File: src/design/console_line_editor_top_macros.svh
// Assertion helpers for the console line editor.
// Both expect clk and rst_n in the enclosing module.
`ifndef CONSOLE_LINE_EDITOR_TOP_MACROS_SVH
`define CONSOLE_LINE_EDITOR_TOP_MACROS_SVH

// same-cycle implication
`define CLE_ASSERT_IMP(lbl, ante, cons, msg) \
  lbl: assert property (@(posedge clk) disable iff (!rst_n) (ante) |-> (cons)) \
    else $error(msg);

// next-cycle implication
`define CLE_ASSERT_NXT(lbl, ante, cons, msg) \
  lbl: assert property (@(posedge clk) disable iff (!rst_n) (ante) |=> (cons)) \
    else $error(msg);

`endif

File: src/design/cle_pkg.sv
package cle_pkg;

  localparam int CLE_LINE_LIMIT = 64;
  localparam int IDX_W  = 6;
  localparam int CHAR_W = 8;
  localparam int GEO_W  = 8;
  localparam int POS_W  = 16;
  localparam int QUOT_W = 8;

  localparam logic [GEO_W-1:0] RESET_COLUMNS = 8'd80;
  localparam logic [GEO_W-1:0] RESET_ROWS    = 8'd25;

  // register indexes
  localparam logic [7:0] REG_SCREEN_COLUMNS = 8'd0;
  localparam logic [7:0] REG_SCREEN_ROWS    = 8'd1;
  localparam logic [7:0] REG_START_COLUMN   = 8'd2;
  localparam logic [7:0] REG_START_ROW      = 8'd3;

  typedef logic [3:0] op_t;
  localparam op_t OP_NONE  = 4'd0;
  localparam op_t OP_LEFT  = 4'd1;
  localparam op_t OP_RIGHT = 4'd2;
  localparam op_t OP_DEL   = 4'd3;
  localparam op_t OP_END   = 4'd4;
  localparam op_t OP_HOME  = 4'd5;
  localparam op_t OP_ENTER = 4'd6;
  localparam op_t OP_BS    = 4'd7;
  localparam op_t OP_PUT   = 4'd8;

  localparam logic [7:0] SC_LEFT  = 8'h4b;
  localparam logic [7:0] SC_RIGHT = 8'h4d;
  localparam logic [7:0] SC_DEL   = 8'h53;
  localparam logic [7:0] SC_END   = 8'h4f;
  localparam logic [7:0] SC_HOME  = 8'h47;
  localparam logic [7:0] SC_F10   = 8'h44;
  localparam logic [7:0] SC_UP    = 8'h48;
  localparam logic [7:0] SC_DOWN  = 8'h50;
  localparam logic [7:0] SC_PGUP  = 8'h49;
  localparam logic [7:0] SC_PGDN  = 8'h51;
  localparam logic [7:0] SC_ESC   = 8'h01;

  localparam logic [7:0] CH_ENTER = 8'h0d;
  localparam logic [7:0] CH_BS    = 8'h08;
  localparam logic [7:0] CH_B     = 8'h62;
  localparam logic [7:0] CH_F     = 8'h66;
  localparam logic [7:0] CH_P     = 8'h70;
  localparam logic [7:0] CH_N     = 8'h6e;
  localparam logic [7:0] PRINT_LO = 8'h20;
  localparam logic [7:0] PRINT_HI = 8'h7e;

  typedef struct packed {
    logic              done;
    logic [QUOT_W-1:0] quot;
    logic [GEO_W-1:0]  rem;
  } div_res_t;

  function automatic op_t cle_decode(logic [7:0] sc, logic [7:0] ch, logic ctrl);
    op_t op;
    case (sc)
      SC_LEFT:  op = OP_LEFT;
      SC_RIGHT: op = OP_RIGHT;
      SC_DEL:   op = OP_DEL;
      SC_END:   op = OP_END;
      SC_HOME:  op = OP_HOME;
      SC_F10, SC_UP, SC_DOWN, SC_PGUP, SC_PGDN, SC_ESC: op = OP_NONE;
      default: begin
        if (ch == CH_ENTER)                         op = OP_ENTER;
        else if (ch == CH_BS)                       op = OP_BS;
        else if (ctrl && (ch == CH_P || ch == CH_N)) op = OP_NONE;
        else if (ctrl && ch == CH_B)                op = OP_LEFT;
        else if (ctrl && ch == CH_F)                op = OP_RIGHT;
        else if (ch inside {[PRINT_LO:PRINT_HI]})   op = OP_PUT;
        else                                        op = OP_NONE;
      end
    endcase
    return op;
  endfunction

endpackage

File: src/design/cle_ram.sv
module cle_ram #(
  parameter int WIDTH = 8,
  parameter int DEPTH = 63,
  parameter int AW    = (DEPTH > 1) ? $clog2(DEPTH) : 1
) (
  input  logic             clk,
  input  logic             we,
  input  logic [AW-1:0]    waddr,
  input  logic [WIDTH-1:0] wdata,
  input  logic [AW-1:0]    raddr,
  output logic [WIDTH-1:0] rdata
);

  logic [WIDTH-1:0] mem [DEPTH];

  always_ff @(posedge clk) begin
    if (we) begin
      mem[waddr] <= wdata;
    end
    rdata <= mem[raddr];
  end

endmodule

File: src/design/cle_div.sv
module cle_div (
  input  logic                    clk,
  input  logic                    rst_n,
  input  logic                    start,
  input  logic [cle_pkg::POS_W-1:0] dividend,
  input  logic [cle_pkg::GEO_W-1:0] divisor,
  output cle_pkg::div_res_t       res
);

  import cle_pkg::*;

  logic [3:0]        cnt_r;
  logic              done_r;
  logic [POS_W-1:0]  rem_r;
  logic [POS_W-1:0]  den_r;
  logic [QUOT_W-1:0] quot_r;
  logic              ge;

  assign ge = (rem_r >= den_r);

  always_ff @(posedge clk) begin
    if (!rst_n) begin
      cnt_r  <= '0;
      done_r <= 1'b0;
    end else begin
      done_r <= 1'b0;
      if (start) begin
        cnt_r <= 4'(QUOT_W);
      end else if (cnt_r != '0) begin
        cnt_r  <= cnt_r - 4'd1;
        done_r <= (cnt_r == 4'd1);
      end
    end
  end

  // restoring division, one quotient bit per cycle, msb first
  always_ff @(posedge clk) begin
    if (start) begin
      rem_r  <= dividend;
      den_r  <= POS_W'(divisor) << (QUOT_W - 1);
      quot_r <= '0;
    end else if (cnt_r != '0) begin
      if (ge) begin
        rem_r <= rem_r - den_r;
      end
      quot_r <= {quot_r[QUOT_W-2:0], ge};
      den_r  <= den_r >> 1;
    end
  end

  assign res.done = done_r;
  assign res.quot = quot_r;
  assign res.rem  = rem_r[GEO_W-1:0];

endmodule

File: src/design/console_line_editor_top.sv
// Console line editor: one keystroke per input item, one status result per key, and on
// enter first one result per line character (kind 1), then the status. Keys are taken one
// at a time. A cursor key or ignored key spends most of its time in the eight-step shared
// divider that turns the linear screen position into column and row. Insert, backspace and
// delete first shift the tail of the line through the line store, which has one write port
// and one read port; enter emits the line characters before the status. Output stalls hold
// back the results. The line store needs no clearing after reset.
`include "console_line_editor_top_macros.svh"
module console_line_editor_top #(
  parameter int LINE_LIMIT = cle_pkg::CLE_LINE_LIMIT
) (
  input  logic        clk,
  input  logic        rst_n,
  // in_tdata: [7:0] scan_code, [15:8] char_code
  input  logic        in_tvalid,
  output logic        in_tready,
  input  logic [15:0] in_tdata,
  // in_tuser: [0] ctrl_held
  input  logic        in_tuser,
  // out_tdata: [7:0] line_char, [13:8] edit_index, [19:14] line_length,
  //            [27:20] screen_column, [35:28] screen_row, [39:36] zero
  output logic        out_tvalid,
  input  logic        out_tready,
  output logic [39:0] out_tdata,
  // out_tuser: [0] kind
  output logic        out_tuser,
  output logic        out_tlast,
  input  logic        cfg_valid,
  output logic        cfg_ready,
  input  logic [7:0]  cfg_index,
  input  logic [7:0]  cfg_data
);

  import cle_pkg::*;

  localparam int DEPTH = LINE_LIMIT - 1;
  localparam int CW    = $clog2(LINE_LIMIT);
  localparam int AW    = (DEPTH > 1) ? $clog2(DEPTH) : 1;
  localparam logic [CW-1:0] FULL = CW'(LINE_LIMIT - 1);

  localparam logic [3:0] S_IDLE  = 4'd0;
  localparam logic [3:0] S_CLAMP = 4'd1;
  localparam logic [3:0] S_OP    = 4'd2;
  localparam logic [3:0] S_INS   = 4'd3;
  localparam logic [3:0] S_DEL   = 4'd4;
  localparam logic [3:0] S_DIV   = 4'd5;
  localparam logic [3:0] S_DWAIT = 4'd6;
  localparam logic [3:0] S_EMIT  = 4'd7;
  localparam logic [3:0] S_STAT  = 4'd8;

  logic [3:0]        state_r, state_nxt;
  op_t               op_r, op_nxt;
  logic [CHAR_W-1:0] ch_r, ch_nxt;
  logic [CW-1:0]     e_r, e_nxt;
  logic [CW-1:0]     n_r, n_nxt;
  logic [CW-1:0]     ptr_r, ptr_nxt;
  logic              pend_r, pend_nxt;
  logic [AW-1:0]     pend_addr_r, pend_addr_nxt;
  logic [POS_W-1:0]  pos_r, pos_nxt;
  logic [POS_W-1:0]  last_cell_r, last_cell_nxt;
  logic [GEO_W-1:0]  cols_r, cols_nxt;
  logic [GEO_W-1:0]  rows_r, rows_nxt;
  logic [GEO_W-1:0]  scol_r, scol_nxt;
  logic [GEO_W-1:0]  srow_r, srow_nxt;
  logic [GEO_W-1:0]  cur_col_r, cur_col_nxt;
  logic [GEO_W-1:0]  cur_row_r, cur_row_nxt;

  logic              out_valid_r, out_valid_nxt;
  logic              o_kind_r, o_kind_nxt;
  logic [CHAR_W-1:0] o_char_r, o_char_nxt;
  logic [IDX_W-1:0]  o_idx_r, o_idx_nxt;
  logic [IDX_W-1:0]  o_len_r, o_len_nxt;
  logic [GEO_W-1:0]  o_col_r, o_col_nxt;
  logic [GEO_W-1:0]  o_row_r, o_row_nxt;
  logic              o_last_r, o_last_nxt;

  logic              ram_we;
  logic [AW-1:0]     ram_waddr;
  logic [CHAR_W-1:0] ram_wdata;
  logic [AW-1:0]     ram_raddr;
  logic [CHAR_W-1:0] ram_rdata;

  logic              div_start;
  div_res_t          div_res;

  logic [GEO_W-1:0]  cols_eff, rows_eff;
  logic [GEO_W-1:0]  r_src, c_src, r_cl, c_cl, mul_a;
  logic [POS_W-1:0]  mul_p;
  logic              reload;

  logic [POS_W-1:0]  step_amt, back_pos, fwd_pos;
  logic [POS_W:0]    fwd_sum;
  logic [CW-1:0]     ptr_dec;
  logic [CW:0]       ptr_inc;
  logic              out_free;
  logic              advance;

  cle_ram #(.WIDTH(CHAR_W), .DEPTH(DEPTH), .AW(AW)) u_line_ram (
    .clk   (clk),
    .we    (ram_we),
    .waddr (ram_waddr),
    .wdata (ram_wdata),
    .raddr (ram_raddr),
    .rdata (ram_rdata)
  );

  cle_div u_div (
    .clk      (clk),
    .rst_n    (rst_n),
    .start    (div_start),
    .dividend (pos_r),
    .divisor  (cols_eff),
    .res      (div_res)
  );

  assign in_tready  = (state_r == S_IDLE);
  assign cfg_ready  = 1'b1;
  assign out_tvalid = out_valid_r;
  assign out_tuser  = o_kind_r;
  assign out_tlast  = o_last_r;
  assign out_tdata  = {4'b0, o_row_r, o_col_r, o_len_r, o_idx_r, o_char_r};

  assign out_free = !out_valid_r || out_tready;

  // geometry, reload position and last cell share one multiplier
  always_comb begin
    cols_eff = (cols_r == '0) ? 8'd1 : cols_r;
    rows_eff = (rows_r == '0) ? 8'd1 : rows_r;
    reload   = cfg_valid && (cfg_index == REG_START_COLUMN || cfg_index == REG_START_ROW);
    r_src    = (cfg_index == REG_START_ROW) ? cfg_data : srow_r;
    c_src    = (cfg_index == REG_START_COLUMN) ? cfg_data : scol_r;
    r_cl     = (r_src > rows_eff - 8'd1) ? rows_eff - 8'd1 : r_src;
    c_cl     = (c_src > cols_eff - 8'd1) ? cols_eff - 8'd1 : c_src;
    mul_a    = reload ? r_cl : rows_eff;
    mul_p    = {8'b0, mul_a} * {8'b0, cols_eff};
  end

  always_comb begin
    case (op_r)
      OP_END:  step_amt = POS_W'(n_r - e_r);
      OP_HOME: step_amt = POS_W'(e_r);
      default: step_amt = 16'd1;
    endcase
    back_pos = (pos_r >= step_amt) ? pos_r - step_amt : '0;
    fwd_sum  = {1'b0, pos_r} + {1'b0, step_amt};
    fwd_pos  = (fwd_sum > {1'b0, last_cell_r}) ? last_cell_r : fwd_sum[POS_W-1:0];
    ptr_dec  = ptr_r - 1'b1;
    ptr_inc  = {1'b0, ptr_r} + 1'b1;
    advance  = ({1'b0, div_res.quot} + 9'd1) < {1'b0, rows_eff};
  end

  always_comb begin
    state_nxt     = state_r;
    op_nxt        = op_r;
    ch_nxt        = ch_r;
    e_nxt         = e_r;
    n_nxt         = n_r;
    ptr_nxt       = ptr_r;
    pend_nxt      = pend_r;
    pend_addr_nxt = pend_addr_r;
    pos_nxt       = pos_r;
    last_cell_nxt = reload ? last_cell_r : mul_p - 16'd1;
    cols_nxt      = cols_r;
    rows_nxt      = rows_r;
    scol_nxt      = scol_r;
    srow_nxt      = srow_r;
    cur_col_nxt   = cur_col_r;
    cur_row_nxt   = cur_row_r;
    out_valid_nxt = out_valid_r && !out_tready;
    o_kind_nxt    = o_kind_r;
    o_char_nxt    = o_char_r;
    o_idx_nxt     = o_idx_r;
    o_len_nxt     = o_len_r;
    o_col_nxt     = o_col_r;
    o_row_nxt     = o_row_r;
    o_last_nxt    = o_last_r;
    ram_we        = 1'b0;
    ram_waddr     = pend_addr_r;
    ram_wdata     = ram_rdata;
    ram_raddr     = '0;
    div_start     = 1'b0;

    case (state_r)
      S_IDLE: begin
        if (in_tvalid) begin
          op_nxt    = cle_decode(in_tdata[7:0], in_tdata[15:8], in_tuser);
          ch_nxt    = in_tdata[15:8];
          state_nxt = S_CLAMP;
        end
      end
      S_CLAMP: begin
        if (pos_r > last_cell_r) begin
          pos_nxt = last_cell_r;
        end
        state_nxt = S_OP;
      end
      S_OP: begin
        state_nxt = S_DIV;
        case (op_r)
          OP_LEFT: begin
            if (e_r != '0) begin
              e_nxt   = e_r - 1'b1;
              pos_nxt = back_pos;
            end
          end
          OP_RIGHT: begin
            if (e_r < n_r) begin
              e_nxt   = e_r + 1'b1;
              pos_nxt = fwd_pos;
            end
          end
          OP_BS: begin
            if (e_r != '0) begin
              e_nxt     = e_r - 1'b1;
              pos_nxt   = back_pos;
              ptr_nxt   = e_r - 1'b1;
              state_nxt = S_DEL;
            end
          end
          OP_DEL: begin
            if (e_r < n_r) begin
              ptr_nxt   = e_r;
              state_nxt = S_DEL;
            end
          end
          OP_END: begin
            pos_nxt = fwd_pos;
            e_nxt   = n_r;
          end
          OP_HOME: begin
            pos_nxt = back_pos;
            e_nxt   = '0;
          end
          OP_PUT: begin
            if (n_r < FULL) begin
              pos_nxt   = fwd_pos;
              ptr_nxt   = n_r;
              state_nxt = S_INS;
            end
          end
          default: begin
          end
        endcase
      end
      // shift the tail up one slot, read one ahead of the write
      S_INS: begin
        if (pend_r) begin
          ram_we   = 1'b1;
          pend_nxt = 1'b0;
        end
        if (ptr_r > e_r) begin
          ram_raddr     = ptr_dec[AW-1:0];
          pend_nxt      = 1'b1;
          pend_addr_nxt = ptr_r[AW-1:0];
          ptr_nxt       = ptr_dec;
        end else if (!pend_r) begin
          ram_we    = 1'b1;
          ram_waddr = e_r[AW-1:0];
          ram_wdata = ch_r;
          n_nxt     = n_r + 1'b1;
          e_nxt     = e_r + 1'b1;
          state_nxt = S_DIV;
        end
      end
      // shift the tail down one slot
      S_DEL: begin
        if (pend_r) begin
          ram_we   = 1'b1;
          pend_nxt = 1'b0;
        end
        if (ptr_inc < {1'b0, n_r}) begin
          ram_raddr     = ptr_inc[AW-1:0];
          pend_nxt      = 1'b1;
          pend_addr_nxt = ptr_r[AW-1:0];
          ptr_nxt       = ptr_inc[CW-1:0];
        end else if (!pend_r) begin
          n_nxt     = n_r - 1'b1;
          state_nxt = S_DIV;
        end
      end
      S_DIV: begin
        div_start = 1'b1;
        state_nxt = S_DWAIT;
      end
      S_DWAIT: begin
        if (div_res.done) begin
          if (op_r == OP_ENTER) begin
            pos_nxt     = pos_r - POS_W'(div_res.rem) + (advance ? POS_W'(cols_eff) : '0);
            cur_col_nxt = '0;
            cur_row_nxt = advance ? div_res.quot + 8'd1 : div_res.quot;
            if (n_r != '0) begin
              ptr_nxt   = '0;
              ram_raddr = '0;
              state_nxt = S_EMIT;
            end else begin
              state_nxt = S_STAT;
            end
          end else begin
            cur_col_nxt = div_res.rem;
            cur_row_nxt = div_res.quot;
            state_nxt   = S_STAT;
          end
        end
      end
      S_EMIT: begin
        ram_raddr = ptr_r[AW-1:0];
        if (out_free) begin
          out_valid_nxt = 1'b1;
          o_kind_nxt    = 1'b1;
          o_char_nxt    = ram_rdata;
          o_idx_nxt     = IDX_W'(ptr_r);
          o_len_nxt     = IDX_W'(n_r);
          o_col_nxt     = cur_col_r;
          o_row_nxt     = cur_row_r;
          o_last_nxt    = 1'b0;
          if (ptr_inc == {1'b0, n_r}) begin
            n_nxt     = '0;
            e_nxt     = '0;
            state_nxt = S_STAT;
          end else begin
            ram_raddr = ptr_inc[AW-1:0];
            ptr_nxt   = ptr_inc[CW-1:0];
          end
        end
      end
      S_STAT: begin
        if (out_free) begin
          out_valid_nxt = 1'b1;
          o_kind_nxt    = 1'b0;
          o_char_nxt    = '0;
          o_idx_nxt     = IDX_W'(e_r);
          o_len_nxt     = IDX_W'(n_r);
          o_col_nxt     = cur_col_r;
          o_row_nxt     = cur_row_r;
          o_last_nxt    = 1'b1;
          state_nxt     = S_IDLE;
        end
      end
      default: begin
        state_nxt = S_IDLE;
      end
    endcase

    if (cfg_valid) begin
      case (cfg_index)
        REG_SCREEN_COLUMNS: cols_nxt = cfg_data;
        REG_SCREEN_ROWS:    rows_nxt = cfg_data;
        REG_START_COLUMN: begin
          scol_nxt = cfg_data;
          pos_nxt  = mul_p + POS_W'(c_cl);
        end
        REG_START_ROW: begin
          srow_nxt = cfg_data;
          pos_nxt  = mul_p + POS_W'(c_cl);
        end
        default: begin
        end
      endcase
    end
  end

  always_ff @(posedge clk) begin
    if (!rst_n) begin
      state_r     <= S_IDLE;
      e_r         <= '0;
      n_r         <= '0;
      pend_r      <= 1'b0;
      pos_r       <= '0;
      last_cell_r <= POS_W'(RESET_COLUMNS * RESET_ROWS - 1);
      cols_r      <= RESET_COLUMNS;
      rows_r      <= RESET_ROWS;
      scol_r      <= '0;
      srow_r      <= '0;
      out_valid_r <= 1'b0;
    end else begin
      state_r     <= state_nxt;
      e_r         <= e_nxt;
      n_r         <= n_nxt;
      pend_r      <= pend_nxt;
      pos_r       <= pos_nxt;
      last_cell_r <= last_cell_nxt;
      cols_r      <= cols_nxt;
      rows_r      <= rows_nxt;
      scol_r      <= scol_nxt;
      srow_r      <= srow_nxt;
      out_valid_r <= out_valid_nxt;
    end
  end

  always_ff @(posedge clk) begin
    op_r        <= op_nxt;
    ch_r        <= ch_nxt;
    ptr_r       <= ptr_nxt;
    pend_addr_r <= pend_addr_nxt;
    cur_col_r   <= cur_col_nxt;
    cur_row_r   <= cur_row_nxt;
    o_kind_r    <= o_kind_nxt;
    o_char_r    <= o_char_nxt;
    o_idx_r     <= o_idx_nxt;
    o_len_r     <= o_len_nxt;
    o_col_r     <= o_col_nxt;
    o_row_r     <= o_row_nxt;
    o_last_r    <= o_last_nxt;
  end

  `CLE_ASSERT_IMP(a_edit_in_line, 1'b1, e_r <= n_r, "edit index beyond line length")
  `CLE_ASSERT_IMP(a_kind_last, out_valid_r, o_kind_r != o_last_r, "kind and last disagree")
  `CLE_ASSERT_IMP(a_char_idx, out_valid_r && o_kind_r, o_idx_r < o_len_r, "char index out of line")
  `CLE_ASSERT_NXT(a_busy_after_accept, in_tvalid && in_tready, !in_tready, "ready after accept")
  `CLE_ASSERT_IMP(a_div_done_wait, div_res.done, state_r == S_DWAIT, "divider done unexpected")

endmodule

File: config.mk
export PLATFORM = sky130hd
export DESIGN_NAME = console_line_editor_top
export DESIGN_NICKNAME = d
export VERILOG_FILES = /design/src/design/cle_pkg.sv /design/src/design/cle_ram.sv /design/src/design/cle_div.sv /design/src/design/console_line_editor_top.sv
export VERILOG_INCLUDE_DIRS = /design/src /design/src/design
export SDC_FILE = /design/constraint.sdc
export NUM_CORES = 2
export LEC_CHECK = 0
export ABC_AREA = 1
export ABC_CLOCK_PERIOD_IN_PS = 11820
export BUFFER_PORTS_ARGS = -buffer_cell sky130_fd_sc_hd__buf_2
export CAP_MARGIN = 40
export CORE_MARGIN = 2
export CORE_UTILIZATION = 40
export CTS_BUF_LIST = sky130_fd_sc_hd__clkbuf_8
export CTS_CLUSTER_DIAMETER = 150
export DETAILED_ROUTE_END_ITERATION = 8
export SETUP_SLACK_MARGIN = 0.3
export SLEW_MARGIN = 0
export SYNTH_ARGS = -nofsm -noshare
export SYNTH_HDL_FRONTEND = slang
export SYNTH_SLANG_ARGS = --single-unit
File: constraint.sdc
create_clock -name clk -period 11.82 [get_ports clk]
set_input_delay 2.364 -clock clk [delete_from_list [all_inputs] [get_ports clk]]
set_output_delay 2.364 -clock clk [all_outputs]
set_load 0.005 [all_outputs]
Word-level counts from Yosys, hierarchy flattened
Memories as Yosys holds them, arrays and structs flattened. A register that Yosys moved wholly into a read port is not among the register bits.
Index checks and enable logic that the tools add are counted.
- bits in registers: 204
- output and inout bits: 45
- memory bits (writable): 504
- memories: 1
- $add $sub $neg: 19
- bitwise gates (word level): 2
- magnitude comparators: 13
- equality and inequality tests: 58
- mux-type cells: 110
- multipliers: 1
- reductions and logical operators: 43
- memories (name ; words ; bits a word ; read ports ; clocked after Yosys merged registers in ; write ports ; line ; RTL):
    u_line_ram.mem ; 63 ; 8 ; 1 ; 1 ; 1 ; cle_ram.sv:14 ; logic [WIDTH-1:0] mem [DEPTH];
- operators by type and width (operator ; number):
    2-to-1 mux 16 bit ; 13
    2-to-1 mux 6 bit ; 28
    2-to-1 mux 8 bit ; 15
    == test 8 x 7 -> 1 bit (second input constant) ; 14
    one-hot mux 16 bit (5 select lines) ; 1
    2-to-1 mux 4 bit ; 18
    one-hot mux 6 bit (3 select lines) ; 4
    one-hot mux 16 bit (3 select lines) ; 1
    one-hot mux 4 bit (9 select lines) ; 1
    adder 16 x 8 -> 16 bit ; 2
    == test 4 x 3 -> 1 bit (second input constant) ; 8
    one-hot mux 16 bit (2 select lines) ; 1
    2-to-1 mux 15 bit ; 2
    one-hot mux 6 bit (5 select lines) ; 1
    zero test 8 bit ; 3
    inequality test 2 bit (second input constant) ; 12
    one-hot mux 4 bit (6 select lines) ; 1
    one-hot mux 6 bit (2 select lines) ; 2
    one-hot mux 6 bit (4 select lines) ; 1
    subtractor 6 x 1 -> 6 bit (second input constant) ; 3
    adder 16 x 16 -> 17 bit ; 1
    > comparator 17 x 16 -> 1 bit ; 1
    == test 4 x 2 -> 1 bit (second input constant) ; 4
    == test 8 x 1 -> 1 bit (second input constant) ; 2
    55 further kinds ; 107

Longest topological paths before layout
- depth after elaboration: 10
- depth in mapped cells: 47

By module
From an unflattened synthesis, not the netlist that was laid out.
- cells, all modules: 4708
- area total of the unflattened synthesis: 41443.5 um^2
- by module, submodules not included (module ; times used ; area each (um^2) ; seq. area each (um^2) ; cells each):
    cle_ram ; 1 ; 20871.3 ; 15294.7 ; 1785
    console_line_editor_top ; 1 ; 17651.9 ; 3983.8 ; 2517
    cle_div ; 1 ; 2920.3 ; 1121.1 ; 406

Least setup slack after synthesis
Ideal clock, no wire load.
- kind: in2reg
- from: input port cfg_index[3]
- to: register pos_r[15]
- arrival time: 8902 ps
- path buffers: 2
- slack: 2809 ps
- stages on the path: 45
- cell sequence: nor2_1 nand2_1 nor2_2 nand2_1 clkbuf_1 o21ai_0 ha_1 a21oi_1 o21ai_0 nand2_1 o211ai_1 nand2_1 clkbuf_1 nand2_1 o211ai_1 o21ai_1 inv_1 nand2_1 [... 9 more ...] nand2_1 xor2_1 ha_1 nand2_1 o21ai_0 nand2_1 a21oi_1 nand2_1 nor2_1 nand2_1 nor2_1 nand2_1 nand2_1 nand2_1 o21ai_0 inv_1 nand2_1 inv_1
- word-level cells in the longest chain between the ends: 9
- elaborated cells on any way between the ends: 16
- classes of those cells: add/sub: 1; mul: 1; order compare: 2; eq/ne: 2; mux: 7; reduce/logical: 3
- RTL lines (element ; line ; RTL):
    start, declared ; console_line_editor_top.sv:30 ; input logic [7:0] cfg_index,
    == test 8 x 2 -> 1 bit * ; console_line_editor_top.sv:130 ; r_src = (cfg_index == REG_START_ROW) ? cfg_data : srow_r;
    2-to-1 mux 8 bit * ; n/a ;
    named net r_src[3] ; console_line_editor_top.sv:87 ; logic [GEO_W-1:0] r_src, c_src, r_cl, c_cl, mul_a;
    > comparator 8 bit ; console_line_editor_top.sv:132 ; r_cl = (r_src > rows_eff - 8'd1) ? rows_eff - 8'd1 : r_src;
    2-to-1 mux 8 bit * ; console_line_editor_top.sv:132 ;
    2-to-1 mux 8 bit * ; console_line_editor_top.sv:134 ; mul_a = reload ? r_cl : rows_eff;
    multiplier 8 x 8 -> 16 bit * ; console_line_editor_top.sv:135 ; mul_p = {8'b0, mul_a} * {8'b0, cols_eff};
    adder 16 x 8 -> 16 bit * ; console_line_editor_top.sv:350, console_line_editor_top.sv:354 ;
    2-to-1 mux 16 bit * ; n/a ;
    2-to-1 mux 16 bit * ; console_line_editor_top.sv:344 ; if (cfg_valid) begin
    end signal, assigned ; console_line_editor_top.sv:380 ; pos_r <= pos_nxt;
    end, declared ; console_line_editor_top.sv:59 ; logic [POS_W-1:0] pos_r, pos_nxt;
Mark *: on every way through the listed nets, which the timed path passes. The rest lies on a longest branch.
A chain may end at the register's enable or synchronous reset.

Final worst setup path
Same ends and word-level chain as after synthesis.

==> results.yml <==
global_routing:
  grt_usage_pct: 22.8
  antenna_found_initial: 3
  met1_usage_pct: 30.4
  grt-busiest-layer: "met2"
  grt_overflow: 0
  grt_pass1_vias: 32300
  grt_first_pass_wirelength_um: 191000
  grt_max_degree: 118
  use_met2_pct: 37.2
  met3_usage_pct: 3.34
sta:
  max_freq_ghz: 0.107
  worstMarginPinSlew_ns: 0.945
  period_share_pct: 79.3
  final_hold_viol_count: 0
  fin_tns_setup_ns: 0
  rsz0062_at_grt: "no"
  finalMaxSlewViolations: 0
  relSlewSlack_pct: 36.7
  fin_skew_ns: 0.0555
  period_needed_ns: 9.38
  setup_violations: 0
clock_network:
  tritoncts: "yes"
  htreeDepth: 4
  hold_buffers: 0
  cts_buffers: 130
  clock_latency_ns: 0.82
  cts.root.buffer_cell: "clkbuf_8"
  cts.sinks: 716
  clk_pin_slew_worst_paths_ns: 0.06
  ctsResizeCount: 0
  post_cts_buffers: 0
  clock_path_buffers: 3
critical_path:
  worst_path_largest_cell_delay_ns: 0.50
  crit_family: "adder cells"
  crit_arrival_ns: 10.09
  timing.reg2reg.worst_path_depth: 41
  worst-setup-path-type: "input pin to flop"
  cp.required_ns: 12.53
  reg2reg_from: "rows_r[4]$_SDFFE_PN1P_"
  rrSetupSlack_ns: 3.22
  cp-end-kind: "flop"
  crit_slowest_cell: "fa_1"
  crit_buf_inv: 5
  r2r-end: "pos_r[15]$_SDFF_PN0_"
  crit_fanout: 16
  worst_setup_path_start_kind: "input pin"
  path_common_cell: "nand2_1"
drt:
  initialDrtViolationCount: 2741
  wl_per_cell_um: 19.3
  vias_per_cell: 5.28
  drc: 0
  firstDrtPassIters: 6
  ant_nets: 0
  num_vias: 33900
  drt_wl_total_um: 124000
power_and_ir_drop:
  power.share.clock_pct: 23.6
  p_sw_mw: 4.14
  p_int_mw: 5.77
  powerDensity_nw_per_um2: 213
  irDropWorstVdd_v: 0.000183
  p_seq_share_pct: 35.3
  finalPower_mw: 9.92
  swShare_pct: 41.8
  comb_power_share_pct: 41.2
  p_leak_nw: 20.1
synthesis:
  synth_warnings: 0
  synth.top_cells.by_area: "edfxtp_1, nand2_1, nand3_1, inv_1, ha_1"
  synth_area_um2: 42000
  yosysTopAreaCell: "edfxtp_1"
  synth_cell_type_count: 66
  syn_inst: 4851
  ys_seq_elements: 716
  synth_common_cells: "nand2_1, inv_1, edfxtp_1, nand3_1, nor2_1"
  ys_seq_area_share_pct: 48.6
  yosysMostFrequentCell: "nand2_1"
  synth_ff_type: "edfxtp_1"
  ys_async_sr_fraction_pct: 0
  netlist.area_leader.share_pct: 43.3
  syn_area_per_cell_um2: 8.66
  synth_edf_count: 606
worst_hold_path:
  holdPathStages: 0
  hold_start: "cur_col_r[1]$_SDFFCE_PN0P_"
  whs_endpoint: "o_col_r[1]$_DFFE_PP_"
  holdCritPathClass: "flop to flop"
die:
  die_height_um: 328
  fp.dieArea_um2: 108000
  num_rows: 118
  io_pins: 83
  die_w_um: 328
  coreArea_um2: 104000
  initial_utilization_pct: 40.5
placement:
  dp_hpwl_um: 82500
  gp_congestion: 0.932
  post_dp_cell_area_um2: 43900
  numPortBuffers: 77
finish:
  final_cell_area_um2: 46500
  drive_above_1_share_pct: 7.75
  nets: 5212
  syn_to_final_growth_pct: 10.7
flow_run:
  maxCapViolCount: 0
status:
  status: "complete, no violations"
[placed cells by master (no fill, tap or decap), drive strengths merged, types with 17 or more instances in the layout]
cell	netlist	final
nor3	46	46
clkbuf	96	143
clkinv	8	34
fa	50	50
dfxtp	110	110
nand4	35	35
o22ai	17	17
edfxtp	606	606
o211ai	48	48
nand2	928	928
a21oi	241	241
inv	763	821
o21ai	271	271
xor2	64	64
nand3b	175	175
nor2	376	376
buf	108	148
nand3	591	591
ha	193	193
xnor2	20	20
[state kept, by name, indices dropped and copies added (netlist names), 8 cells and up]
signal / flops
cur_col_r: 8
srow_r: 8
u_div.den_r: 15
rows_r: 8
o_row_r: 8
scol_r: 8
cur_row_r: 8
u_line_ram.rdata: 8
u_div.rem_r: 16
u_div.quot_r: 8
cols_r: 8
o_col_r: 8
pos_r: 16
last_cell_r: 16
u_line_ram.mem: 504
ch_r: 8
o_char_r: 8
[power by group through the flow]
stage	Sequential, mW	Combinational (mW)	Clock, mW
finish	3.50	4.08	2.34
CTS	3.49	4.06	2.38
detailed placement	3.54	4.03	0
global placement	3.54	3.97	0
global route	3.51	4.58	2.49
floorplan	3.48	2.81	0
[how the worst max path moves through the flow]
stage,startpoint,to,cells after the start
final,cfg_index[3],pos_r[15]$_SDFF_PN0_,39
after global routing,cfg_index[3],pos_r[15]$_SDFF_PN0_,39
after CTS,cfg_index[3],pos_r[15]$_SDFF_PN0_,39
after detailed placement,cfg_index[3],pos_r[15]$_SDFF_PN0_,39
after global placement,cfg_index[3],pos_r[15]$_SDFF_PN0_,39
after floorplan,cfg_index[3],pos_r[15]$_SDFF_PN0_,45
[cell type report]
cell class                 count  area (um^2)
fill                       10200        57300
clock inverter                91          598
clock buffer                 143         1970
antenna                        2         5.00
sequential                   716        20400
tap                         1380         1730
multi-input combinational   3163        17900
timing repair buffer         149         1040
inverter                     771         2890
[through the flow]
| stage | setup WS (ns) | utilization, % | hold slack, ns | cells |
|---|---|---|---|---|
| floorplan | 2.81 | - | 0.400 | 4854 |
| global placement | 1.81 | 42.0 | 0.401 | 6152 |
| detailed placement | 1.72 | 42.3 | 0.409 | 6177 |
| CTS | 2.58 | 44.8 | 0.408 | 6411 |
| global route | 1.74 | 44.8 | 0.398 | 6415 |
| finish | 2.44 | 44.8 | 0.408 | 6415 |
[layer usage]
layer,routed length (um),vias to the layer above,part of all wire (%)
li1,-,16400,-
met1,54000,16100,44
met2,58100,1100,47
met3,7230,269,5.8
met4,4530,2,3.7
met5,12,-,0.0097
[cells by family (layout without fill, tap and decap cells)]
logic type / after synthesis / count (layout) / share of synthesized area (%)
AND/OR/NAND/NOR: 2180 / 2180 / 23.6
AO/OA/AOI/OAI: 649 / 649 / 8.56
flip-flops: 716 / 716 / 48.6
adder cells (fa/ha/maj): 243 / 243 / 8.13
multiplexers: 2 / 2 / 0.0506
other: 2 / 7 / 0.0179
XOR/XNOR: 84 / 84 / 1.75
buffers and inverters: 975 / 1154 / 9.36
[worst register-to-register path, delay by kind of cell (launching register included)]
family / cells / cell delay (ns)
adder cells (fa/ha/maj): 8 / 3.23
AND/OR/NAND/NOR: 19 / 2.27
AO/OA/AOI/OAI: 7 / 1.88
flip-flops: 1 / 0.49
XOR/XNOR: 2 / 0.39
buffers and inverters: 5 / 0.29
No activity file was read; power rests on OpenSTA's default activity.
